### src/design/nls_pkg.sv
// Shared types and constants for the numeric literal scanner.
package nls_pkg;

    // Character codes used by the classifier.
    localparam logic [7:0] CH_DOT   = 8'h2E;
    localparam logic [7:0] CH_PLUS  = 8'h2B;
    localparam logic [7:0] CH_MINUS = 8'h2D;
    localparam logic [7:0] CH_ZERO  = 8'h30;
    localparam logic [7:0] CH_ONE   = 8'h31;
    localparam logic [7:0] CH_NINE  = 8'h39;
    localparam logic [7:0] CH_LO_A  = 8'h61;
    localparam logic [7:0] CH_LO_F  = 8'h66;
    localparam logic [7:0] CH_UP_A  = 8'h41;
    localparam logic [7:0] CH_UP_F  = 8'h46;
    localparam logic [7:0] CH_LO_E  = 8'h65;
    localparam logic [7:0] CH_UP_E  = 8'h45;
    localparam logic [7:0] CH_LO_X  = 8'h78;
    localparam logic [7:0] CH_UP_X  = 8'h58;
    localparam logic [7:0] CH_LO_H  = 8'h68;
    localparam logic [7:0] CH_UP_H  = 8'h48;
    localparam logic [7:0] CH_LO_B  = 8'h62;
    localparam logic [7:0] CH_UP_B  = 8'h42;

    // Configuration register indexes and reset values.
    localparam logic CFG_FORMAT_MODE     = 1'b0;
    localparam logic CFG_BUFFER_CAPACITY = 1'b1;
    localparam logic [4:0]  FORMAT_MODE_RST     = 5'd1;
    localparam logic [12:0] BUFFER_CAPACITY_RST = 13'd64;

    // Format mode bit positions.
    localparam int FM_FLOAT = 0;
    localparam int FM_HEX_X = 1;
    localparam int FM_HEX_H = 2;
    localparam int FM_BIN   = 3;
    localparam int FM_SIGN  = 4;

    localparam int MAX_TOKEN_LEN_DEF = 4096;
    localparam logic [11:0] LEN_MAX = 12'hFFF;

    typedef struct packed {
        logic is_dec;
        logic is_zero;
        logic is_one;
        logic is_hex;
        logic is_dot;
        logic is_e;
        logic is_x;
        logic is_h;
        logic is_b;
        logic is_sign;
    } nls_class_t;

    typedef struct packed {
        logic [7:0] in_byte;
        logic       token_start;
        logic       end_of_data;
        nls_class_t cls;
    } nls_entry_t;

endpackage

### src/design/numeric_literal_scanner.sv
// Numeric literal scanner: top level joining classifier, queue and scanner core.
//
// The block takes one character per input beat on the s_ channel and returns
// exactly one result beat on the m_ channel for each. A beat with token_start
// set begins a new literal with its byte; a beat with end_of_data set carries
// no byte and closes the current literal. Each accepted byte comes back with
// its store index when it fits the buffer capacity; the first rejected byte,
// or end of data, closes the literal and reports its length and truncation,
// with m_tlast marking that closing beat. A rejected byte is dropped and not counted.
// Beats that arrive while no literal is open give an all-zero result.
// An input beat passes the two-entry queue after the classifier and then the
// result register of the core. The throughput is one beat per clock while the
// receiver is ready. When the receiver stalls, the queue fills and s_tready
// drops after two more beats; nothing is lost. Configuration writes are taken
// every cycle (cfg_ready is tied high) and must only be issued while the block
// is idle. Reset empties the queue and the result register, closes any literal
// and restores format_mode to 1 (float only) and buffer_capacity to 64.
module numeric_literal_scanner #(
    parameter int MAX_TOKEN_LEN = nls_pkg::MAX_TOKEN_LEN_DEF
) (
    input  logic        clk,
    input  logic        rst_n,
    input  logic        s_tvalid,
    output logic        s_tready,
    input  logic [7:0]  s_tdata,   // [7:0] in_byte
    input  logic [1:0]  s_tuser,   // [0] token_start, [1] end_of_data
    output logic        m_tvalid,
    input  logic        m_tready,
    // [0] accepted, [1] store_enable, [13:2] store_index, [21:14] store_byte,
    // [33:22] token_length, [34] truncated, [39:35] zero
    output logic [39:0] m_tdata,
    output logic        m_tlast,   // token_done
    input  logic        cfg_valid,
    output logic        cfg_ready,
    input  logic        cfg_index, // 0 format_mode, 1 buffer_capacity
    input  logic [12:0] cfg_data
);
    import nls_pkg::*;

    logic       push_valid, push_ready;
    nls_entry_t push_data;
    logic       pop_valid, pop_ready;
    nls_entry_t pop_data;

    // The classifier decodes the character class of each byte; it holds no state.
    nls_front u_front (
        .s_tvalid   (s_tvalid),
        .s_tready   (s_tready),
        .s_tdata    (s_tdata),
        .s_tuser    (s_tuser),
        .push_valid (push_valid),
        .push_ready (push_ready),
        .push_data  (push_data)
    );

    // The queue lets the input side keep flowing for two beats of output stall.
    nls_fifo u_fifo (
        .clk        (clk),
        .rst_n      (rst_n),
        .push_valid (push_valid),
        .push_ready (push_ready),
        .push_data  (push_data),
        .pop_valid  (pop_valid),
        .pop_ready  (pop_ready),
        .pop_data   (pop_data)
    );

    // The core runs the literal state machine and registers one result per beat.
    nls_back #(
        .MAX_TOKEN_LEN (MAX_TOKEN_LEN)
    ) u_back (
        .clk       (clk),
        .rst_n     (rst_n),
        .pop_valid (pop_valid),
        .pop_ready (pop_ready),
        .pop_data  (pop_data),
        .cfg_valid (cfg_valid),
        .cfg_ready (cfg_ready),
        .cfg_index (cfg_index),
        .cfg_data  (cfg_data),
        .m_tvalid  (m_tvalid),
        .m_tready  (m_tready),
        .m_tdata   (m_tdata),
        .m_tlast   (m_tlast)
    );

endmodule

### src/design/nls_front.sv
// Front end: takes input beats and classifies each byte for the scanner core.
module nls_front (
    input  logic              s_tvalid,
    output logic              s_tready,
    input  logic [7:0]        s_tdata,
    input  logic [1:0]        s_tuser,
    output logic              push_valid,
    input  logic              push_ready,
    output nls_pkg::nls_entry_t push_data
);
    import nls_pkg::*;

    logic [7:0] c;
    nls_class_t cls;

    assign c = s_tdata;

    always_comb
    begin
        cls.is_dec  = (c >= CH_ZERO) && (c <= CH_NINE);
        cls.is_zero = (c == CH_ZERO);
        cls.is_one  = (c == CH_ONE);
        cls.is_hex  = cls.is_dec || ((c >= CH_LO_A) && (c <= CH_LO_F))
                      || ((c >= CH_UP_A) && (c <= CH_UP_F));
        cls.is_dot  = (c == CH_DOT);
        cls.is_e    = (c == CH_LO_E) || (c == CH_UP_E);
        cls.is_x    = (c == CH_LO_X) || (c == CH_UP_X);
        cls.is_h    = (c == CH_LO_H) || (c == CH_UP_H);
        cls.is_b    = (c == CH_LO_B) || (c == CH_UP_B);
        cls.is_sign = (c == CH_PLUS) || (c == CH_MINUS);
    end

    assign push_valid            = s_tvalid;
    assign s_tready              = push_ready;
    assign push_data.in_byte     = c;
    assign push_data.token_start = s_tuser[0];
    assign push_data.end_of_data = s_tuser[1];
    assign push_data.cls         = cls;

endmodule

### src/design/nls_fifo.sv
// Two-entry queue between the classifier and the scanner core.
module nls_fifo (
    input  logic                clk,
    input  logic                rst_n,
    input  logic                push_valid,
    output logic                push_ready,
    input  nls_pkg::nls_entry_t push_data,
    output logic                pop_valid,
    input  logic                pop_ready,
    output nls_pkg::nls_entry_t pop_data
);
    import nls_pkg::*;

    nls_entry_t mem [2];
    logic       wr_ptr_reg, wr_ptr_next;
    logic       rd_ptr_reg, rd_ptr_next;
    logic [1:0] count_reg, count_next;
    logic       do_push, do_pop;

    assign push_ready = (count_reg != 2'd2);
    assign pop_valid  = (count_reg != 2'd0);
    assign pop_data   = mem[rd_ptr_reg];
    assign do_push    = push_valid && push_ready;
    assign do_pop     = pop_valid && pop_ready;

    always_comb
    begin
        wr_ptr_next = do_push ? ~wr_ptr_reg : wr_ptr_reg;
        rd_ptr_next = do_pop ? ~rd_ptr_reg : rd_ptr_reg;
        count_next  = count_reg + {1'b0, do_push} - {1'b0, do_pop};
    end

    always_ff @(posedge clk)
    begin
        if (do_push)
        begin
            mem[wr_ptr_reg] <= push_data;
        end
    end

    always_ff @(posedge clk or negedge rst_n)
    begin
        if (!rst_n)
        begin
            wr_ptr_reg <= 1'b0;
            rd_ptr_reg <= 1'b0;
            count_reg  <= 2'd0;
        end
        else
        begin
            wr_ptr_reg <= wr_ptr_next;
            rd_ptr_reg <= rd_ptr_next;
            count_reg  <= count_next;
        end
    end

endmodule

### src/design/nls_back.sv
// Scanner core: literal state machine, configuration registers and result register.
module nls_back #(
    parameter int MAX_TOKEN_LEN = nls_pkg::MAX_TOKEN_LEN_DEF
) (
    input  logic                clk,
    input  logic                rst_n,
    input  logic                pop_valid,
    output logic                pop_ready,
    input  nls_pkg::nls_entry_t pop_data,
    input  logic                cfg_valid,
    output logic                cfg_ready,
    input  logic                cfg_index,
    input  logic [12:0]         cfg_data,
    output logic                m_tvalid,
    input  logic                m_tready,
    output logic [39:0]         m_tdata,
    output logic                m_tlast
);
    import nls_pkg::*;

    localparam logic [2:0] PH_INT   = 3'd0;
    localparam logic [2:0] PH_FRAC  = 3'd2;
    localparam logic [2:0] PH_ESIGN = 3'd4;
    localparam logic [2:0] PH_EDIG  = 3'd5;
    localparam logic [2:0] PH_HEX   = 3'd6;
    localparam logic [2:0] PH_BIN   = 3'd7;

    localparam int CAP_LIM_I = (MAX_TOKEN_LEN > 8191) ? 8191 : MAX_TOKEN_LEN;
    localparam logic [12:0] CAP_LIM = CAP_LIM_I[12:0];

    logic [4:0]  format_mode_reg;
    logic [12:0] capacity_reg;
    logic [2:0]  phase_reg, phase_next;
    logic [11:0] count_reg, count_next;
    logic        lone_zero_reg, lone_zero_next;
    logic        active_reg, active_next;
    logic        ovf_reg, ovf_next;

    logic        out_valid_reg;
    logic [39:0] out_data_reg, out_data_next;
    logic        out_last_reg, out_last_next;

    logic        take;
    logic [12:0] cap_eff;
    logic [2:0]  ph;
    logic [11:0] cnt;
    logic        lz, ovf, act, accept, first;
    nls_class_t  k;
    logic        flt;
    logic        store_en, trunc;

    assign cfg_ready = 1'b1;
    assign pop_ready = !out_valid_reg || m_tready;
    assign take      = pop_valid && pop_ready;
    assign m_tvalid  = out_valid_reg;
    assign m_tdata   = out_data_reg;
    assign m_tlast   = out_last_reg;

    always_comb
    begin
        if (capacity_reg == 13'd0)
        begin
            cap_eff = 13'd1;
        end
        else if (capacity_reg > CAP_LIM)
        begin
            cap_eff = CAP_LIM;
        end
        else
        begin
            cap_eff = capacity_reg;
        end
    end

    always_comb
    begin
        k     = pop_data.cls;
        flt   = format_mode_reg[FM_FLOAT];
        ph    = pop_data.token_start ? PH_INT : phase_reg;
        cnt   = pop_data.token_start ? 12'd0 : count_reg;
        lz    = pop_data.token_start ? 1'b0 : lone_zero_reg;
        ovf   = pop_data.token_start ? 1'b0 : ovf_reg;
        act   = pop_data.token_start || active_reg;
        first = (cnt == 12'd0) && !ovf;

        phase_next     = ph;
        lone_zero_next = lz;
        accept         = 1'b0;

        // Exponent sign: an optional sign, otherwise judge as exponent digit.
        if (ph == PH_ESIGN)
        begin
            phase_next = PH_EDIG;
        end
        if (ph == PH_ESIGN && k.is_sign)
        begin
            accept = 1'b1;
        end
        else if (ph == PH_INT || ph == PH_FRAC || ph == PH_EDIG || ph == PH_ESIGN)
        begin
            if (k.is_dec)
            begin
                accept = 1'b1;
                if (first)
                begin
                    lone_zero_next = k.is_zero;
                end
            end
            else if (ph == PH_INT && k.is_dot && flt)
            begin
                accept     = 1'b1;
                phase_next = PH_FRAC;
            end
            else if ((ph == PH_INT || ph == PH_FRAC) && k.is_e && flt)
            begin
                accept     = 1'b1;
                phase_next = PH_ESIGN;
            end
            else if (ph == PH_INT && lz && cnt == 12'd1 && !ovf
                     && ((format_mode_reg[FM_HEX_H] && k.is_h)
                         || (format_mode_reg[FM_HEX_X] && k.is_x)))
            begin
                accept     = 1'b1;
                phase_next = PH_HEX;
            end
            else if (ph == PH_INT && lz && cnt == 12'd1 && !ovf
                     && format_mode_reg[FM_BIN] && k.is_b)
            begin
                accept     = 1'b1;
                phase_next = PH_BIN;
            end
            else if (format_mode_reg[FM_SIGN] && first && k.is_sign)
            begin
                accept = 1'b1;
            end
        end
        else if (ph == PH_HEX)
        begin
            accept = k.is_hex;
        end
        else if (ph == PH_BIN)
        begin
            accept = k.is_zero || k.is_one;
        end

        accept   = accept && !pop_data.end_of_data;
        store_en = !ovf && ({1'b0, cnt} < cap_eff);
        trunc    = ovf || ({1'b0, cnt} >= cap_eff);

        count_next    = cnt;
        ovf_next      = ovf;
        active_next   = act;
        out_data_next = 40'd0;
        out_last_next = 1'b0;

        if (!act)
        begin
            phase_next     = phase_reg;
            lone_zero_next = lone_zero_reg;
            count_next     = count_reg;
            ovf_next       = ovf_reg;
        end
        else if (accept)
        begin
            out_data_next[0] = 1'b1;
            if (store_en)
            begin
                out_data_next[1]     = 1'b1;
                out_data_next[13:2]  = cnt;
                out_data_next[21:14] = pop_data.in_byte;
            end
            if (cnt < LEN_MAX)
            begin
                count_next = cnt + 12'd1;
            end
            else
            begin
                ovf_next = 1'b1;
            end
        end
        else
        begin
            out_last_next        = 1'b1;
            out_data_next[33:22] = cnt;
            out_data_next[34]    = trunc;
            active_next          = 1'b0;
        end
    end

    always_ff @(posedge clk)
    begin
        if (take)
        begin
            out_data_reg <= out_data_next;
            out_last_reg <= out_last_next;
        end
    end

    always_ff @(posedge clk or negedge rst_n)
    begin
        if (!rst_n)
        begin
            format_mode_reg <= FORMAT_MODE_RST;
            capacity_reg    <= BUFFER_CAPACITY_RST;
            phase_reg       <= PH_INT;
            count_reg       <= 12'd0;
            lone_zero_reg   <= 1'b0;
            active_reg      <= 1'b0;
            ovf_reg         <= 1'b0;
            out_valid_reg   <= 1'b0;
        end
        else
        begin
            if (cfg_valid)
            begin
                unique case (cfg_index)
                    CFG_FORMAT_MODE:     format_mode_reg <= cfg_data[4:0];
                    CFG_BUFFER_CAPACITY: capacity_reg    <= cfg_data;
                    default:             capacity_reg    <= capacity_reg;
                endcase
            end
            if (take)
            begin
                phase_reg     <= phase_next;
                count_reg     <= count_next;
                lone_zero_reg <= lone_zero_next;
                active_reg    <= active_next;
                ovf_reg       <= ovf_next;
                out_valid_reg <= 1'b1;
            end
            else if (m_tready)
            begin
                out_valid_reg <= 1'b0;
            end
        end
    end

endmodule

### config.mk
export PLATFORM = sky130hd
export DESIGN_NAME = numeric_literal_scanner
export DESIGN_NICKNAME = d
export VERILOG_FILES = /design/src/design/nls_pkg.sv /design/src/design/numeric_literal_scanner.sv /design/src/design/nls_front.sv /design/src/design/nls_fifo.sv /design/src/design/nls_back.sv
export SDC_FILE = /design/constraint.sdc
export NUM_CORES = 1
export LEC_CHECK = 0
export BUFFER_PORTS_ARGS = -buffer_cell sky130_fd_sc_hd__buf_4
export CAP_MARGIN = 25
export CORE_MARGIN = 2
export CORE_UTILIZATION = 45
export CTS_CLUSTER_DIAMETER = 60
export DETAILED_ROUTE_END_ITERATION = 7
export PLACE_DENSITY = 0.75
export REMOVE_ABC_BUFFERS = 1
export SLEW_MARGIN = 5
export SYNTH_ARGS = -nofsm -noshare
export SYNTH_HDL_FRONTEND = slang
export SYNTH_SLANG_ARGS = --single-unit
### constraint.sdc
create_clock -name clk -period 7 [get_ports clk]
set_clock_uncertainty 0.1 [all_clocks]
set_input_delay 2.1 -clock clk [delete_from_list [all_inputs] [get_ports clk]]
set_output_delay 2.1 -clock clk [all_outputs]
set_load 0.01 [all_outputs]
==> results of run 1 <==
-- cells by family after synthesis --
logic type,after synthesis,share of synthesized area
XOR/XNOR,13,0.0207
flip-flops,117,0.601
AND/OR/NAND/NOR,171,0.156
buffers and inverters,47,0.0402
other,2,0.00136
multiplexers,41,0.0840
adder cells (fa/ha/maj),14,0.0318
AO/OA/AOI/OAI,48,0.0652
-- worst register-to-register path, delay by kind of cell (launching register included) --
family	cells	cell delay [ps]
adder cells (fa/ha/maj)	1	260
buffers and inverters	2	450
flip-flops	1	530
multiplexers	1	350
AND/OR/NAND/NOR	6	1790
-- routing by layer --
layer	vias to the layer above	routed length (um)
met4	0	187
met5	-	0
met3	15	483
met2	101	6040
li1	1786	-
met1	1810	5040
-- Yosys cell counts, drive strengths merged, types with 14 or more instances --
master  instances  share of area
edfxtp         76           0.41
mux2i          14          0.026
nor3           31          0.028
nor2           30          0.020
buf            17          0.020
dfrtp          39           0.18
nand2b         15          0.017
ha             14          0.032
inv            22          0.015
mux2           26          0.054
nand2          43          0.029
-- final timing paths --
check	from	end	slack, ps
max in group asynchronous	rst_n	u_back.count_reg[10]	4850
setup reg to reg	u_fifo.rd_ptr_reg	u_back.m_tdata[20]	3240
hold / removal	u_fifo.wr_ptr_reg	u_fifo.wr_ptr_reg	390
setup / recovery	m_tready	u_back.count_reg[1]	3050
min in group asynchronous	rst_n	u_back.capacity_reg[9]	1570
hold reg to reg	u_fifo.wr_ptr_reg	u_fifo.wr_ptr_reg	390
-- cell type report --
class | count | area (um2) | area share
clock buffer | 23 | 468 | 0.0695
multi-input combinational | 293 | 1990 | 0.296
tap | 147 | 184 | 0.0273
clock inverter | 9 | 150 | 0.0223
sequential | 117 | 3310 | 0.491
timing repair buffer | 70 | 549 | 0.0815
inverter | 22 | 82.6 | 0.0123
-- where the power goes --
part / switching (mW) / internal (mW) / leakage [nW]
clock network: 0.292 / 0.612 / 0.297
logic: 0.463 / 0.323 / 1.27
registers: 0.0977 / 0.964 / 1.25
-- stage by stage --
stage                     power (mW)  instance area [um2]  utilization  instances
after floorplan                 1.53                 5390            -        432
after global placement          1.81                 6080        0.508        647
after detailed placement        1.84                 6080        0.508        647
after CTS                       2.75                 6700        0.560        679
after global routing            2.90                 6740        0.563        681
final                           2.75                 6740        0.563        681
==> out/results.txt, run 1 <==
outcome: complete, no violations
Tcrit/Tclk final: 0.564
H-tree depth: 4
vias per cell: 5.45
Netlist Area Pre-Place: 0.00551 mm2
DIE HEIGHT: 115 um
Worst Path Arrival: 4140 ps
Critical-path top delay cell: o21a_2
crit-path leading delay family: compound AO/OA/AOI/OAI gates
die area: 0.0131 mm2
global-route wire length before repair: 19.1 mm
ratio of cells with drive above 1 in the final layout: 0.255
total track usage: 0.191
fin crit period: 3950 ps
Seq/Total Area, Yosys: 0.601
post-synth cell types: 60
DRC Markers: 0
Slew Limit Fails: 0
# Post-CTS Setup Buffers: 0
antenna-violating nets left: 0
Pleak: 2.82 nW
grt met2 use: 0.321
Final setup viols: 0
slew margin rel.: 0.337
EDFF count, synth: 76
RSZ-0062 raised after global routing: no
fmax: 253 MHz
TritonCTS clock tree: built
TritonRoute pass-1 iters: 5
Top Ports: 73
commonest non-fill, non-tap cell in the layout: edfxtp_1
Clk pin slew, worst setup/hold paths: 50 ps
startpoint types: primary input
critical path depth: 6
max_cap viols: 0
WHS Path Cells: 1
Primary FF master, synth: edfxtp_1
synth-to-layout area growth: 22.3%
Pwr Density: 408 mW/mm2
Final Worst Setup Slack: 3050 ps
FFs w/ async S/R, synth: 0.350
Synth Register Bits: 117
Sink Count: 117
Worst-Skew Late Latency: 420 ps
number of port buffers: 66
Worst Path Required: 7190 ps
DRT iter0 DRCs: 221
R2R cell count: 10
Mean Syn Cell Area: 12.2 um2
endpoints failing hold: 0
hold_ws: 392 ps
Max VDD drop: 0.173 mV
detailed-route via count: 3712
max reg flops: 40
TritonCTS buffer count: 17
met3 Track Usage GR: 0.0513
Post-DP HPWL: 8.04 mm
busiest layer in global routing: met2
Least-Margin Pin Slew: 994 ps
Initial Util: 0.461
clk root buf: clkbuf_16
Layout fillers: 1012
CP endpoint kind: flip-flop
Die Width: 115 um
critical-path maximum fanout: 41
grt met1 use: 0.234
GPL Wtd Cong: 0.879
yosys warns: 0
n_diodes: 0
final wirelength: 11.8 mm
vias in the first global route: 3800
GR Overflow Total: 0
# rows: 40
crit path kind: in2reg
initial antenna violation count: 0
most frequent cells in the layout: edfxtp_1, buf_4, nand2_1, dfrtp_1, nor3_1
Buf/Inv on CP: 1
Core Region: 0.0120 mm2
Longest Clk Path Bufs: 2
Hold/Removal Path Class: reg2reg
CTS-repair resized insts: 0
post-place setup slack: 2370 ps
largest net degree at the start of global routing: 42
Mapped Cells: 453
routed length per instance: 17.3 um
crit-path cells: buf_4 -> nand2b_1 -> o21a_2 -> nor2b_1 -> nand4_1 -> a32o_1
TNS Setup: 0 ps
Nets: 564
CP max stage delay: 810 ps
CTS hold repair buffers: 0
(Power assumes the default switching activity.)
==> run 2: changes to the inputs <==
--- a/config.mk
+++ b/config.mk
@@ -11,7 +11,7 @@
 export CORE_UTILIZATION = 45
 export CTS_CLUSTER_DIAMETER = 60
 export DETAILED_ROUTE_END_ITERATION = 7
-export PLACE_DENSITY = 0.75
+export PLACE_DENSITY = 0.77
 export REMOVE_ABC_BUFFERS = 1
 export SLEW_MARGIN = 5
 export SYNTH_ARGS = -nofsm -noshare
==> constraint.sdc (replaced) <==
create_clock -name clk -period 3.6 [get_ports clk]
set_clock_uncertainty 0.1 [all_clocks]
set_input_delay 1.08 -clock clk [delete_from_list [all_inputs] [get_ports clk]]
set_output_delay 1.08 -clock clk [all_outputs]
set_load 0.01 [all_outputs]
==> run 2 against run 1 <==
Compared with the run above: critical path type is now reg2reg; combinational power increased by 97%; critical endpoint is now u_back.m_tdata[17]; sequential share of layout area increased by 0.20 points; critical path depth increased by 2; global-route usage decreased by 1.4 points.
==> out/results.txt, run 2 (synthesized netlist as in run 1, its figures left out) <==
outcome: complete, no violations
post-place setup slack: 562 ps
Top Ports: 73
# Post-CTS Setup Buffers: 0
H-tree depth: 4
number of port buffers: 66
vias per cell: 5.54
Die Width: 115 um
startpoint types: flip-flop
synth-to-layout area growth: 21.8%
DRT iter0 DRCs: 355
Sink Count: 117
CP endpoint kind: flip-flop
total track usage: 0.178
Initial Util: 0.461
Critical-path top delay cell: or4_4
vias in the first global route: 3715
crit-path leading delay family: simple AND/OR/NAND/NOR gates
Seq pwr share: 0.392
routed metal-1 wire length: 4.66 mm
Worst-Skew Late Latency: 410 ps
Psw: 1.67 mW
crit-path cells: buf_4 -> mux2_2 -> a31oi_1 -> nor3_1 -> or4_4 -> nand3b_1 -> buf_4 -> nor3_1
# rows: 40
Int Pwr: 3.54 mW
combinational fraction of design power: 0.297
detailed-route via count: 3799
commonest non-fill, non-tap cell in the layout: edfxtp_1
Sw Share: 0.321
Max VDD drop: 0.314 mV
slew margin rel.: 0.354
crit path kind: reg2reg
DIE HEIGHT: 115 um
Clk pin slew, worst setup/hold paths: 50 ps
GR Overflow Total: 0
clk root buf: clkbuf_16
CTS hold repair buffers: 0
fin crit period: 3040 ps
Buf/Inv on CP: 2
Final Worst Setup Slack: 563 ps
global-route wire length before repair: 17.9 mm
Post-DP HPWL: 7.79 mm
Hold/Removal Path Class: reg2reg
n_diodes: 0
max reg flops: 40
largest net degree at the start of global routing: 42
TritonCTS buffer count: 17
Placed Area: 0.00613 mm2
routed length per instance: 16.4 um
Pleak: 2.82 nW
antenna-violating nets left: 0
initial antenna violation count: 0
WL met3: 654 um
most frequent cells in the layout: edfxtp_1, buf_4, nand2_1, dfrtp_1, nor3_1
critical-path maximum fanout: 20
Core Region: 0.0120 mm2
Longest Clk Path Bufs: 2
CTS-repair resized insts: 0
Design Area, Final: 0.00671 mm2
met2 wire length: 5.58 mm
Final setup viols: 0
Slew Limit Fails: 0
final wirelength: 11.2 mm
GPL Wtd Cong: 0.926
max_cap viols: 0
die area: 0.0131 mm2
Worst Path Required: 3650 ps
RSZ-0062 raised after global routing: no
Pwr Density: 777 mW/mm2
TritonRoute pass-1 iters: 5
Worst Path Arrival: 3090 ps
ratio of cells with drive above 1 in the final layout: 0.265
fmax: 329 MHz
Tcrit/Tclk final: 0.844
DRC Markers: 0
TritonCTS clock tree: built
Top Metal Used: met4
hold_ws: 384 ps
Nets: 569
endpoints failing hold: 0
CP max stage delay: 640 ps
clock share of power: 0.311
Least-Margin Pin Slew: 970 ps
## run 2: path summary, 6_finish.rpt
path | start | to | slack [ps] | cells past startpoint
worst max register to register | u_fifo.rd_ptr_reg | u_back.m_tdata[17] | 560 | 8
min in group asynchronous | rst_n | u_back.capacity_reg[9] | 540 | 1
worst max-delay path | u_fifo.rd_ptr_reg | u_back.m_tdata[17] | 560 | 8
max in group asynchronous | rst_n | u_back.phase_reg[0] | 2470 | 1
worst min-delay path | u_back.lone_zero_reg | u_back.lone_zero_reg | 380 | 1
worst min register to register | u_back.lone_zero_reg | u_back.lone_zero_reg | 380 | 1
## run 2: power by group through the flow
| stage | Combinational, mW | Sequential (mW) | Clock (mW) |
|---|---|---|---|
| final | 1.55 | 2.04 | 1.62 |
| after floorplan | 0.832 | 2.14 | 0 |
| after global placement | 1.50 | 2.06 | 0 |
| after global routing | 1.69 | 2.07 | 1.71 |
| after CTS | 1.56 | 2.05 | 1.65 |
| after detailed placement | 1.54 | 2.07 | 0 |
## run 2: cell type report
type                            count  area [um2]
Fill cell                         973        5250
Sequential cell                   117        3310
Multi-Input combinational cell    293        1990
Timing Repair Buffer               75         563
Clock buffer                       19         443
Tap cell                          147         184
Clock inverter                     13         134
Inverter                           22        82.6
## run 2: metal layers
metal  vias to the layer above  GRT usage
met4                         0     0.0959
met1                      1822      0.215
met2                       151      0.293
li1                       1797          -
met5                         -          0
met3                        29     0.0439
## run 2: metrics by stage
step | util | power [mW] | cells | setup TNS, ps
floorplan | - | 2.98 | 432 | -3590
global placement | 0.513 | 3.55 | 654 | 0
detailed placement | 0.513 | 3.61 | 654 | 0
CTS | 0.561 | 5.25 | 686 | 0
global route | 0.561 | 5.47 | 686 | 0
finish | 0.561 | 5.21 | 686 | 0
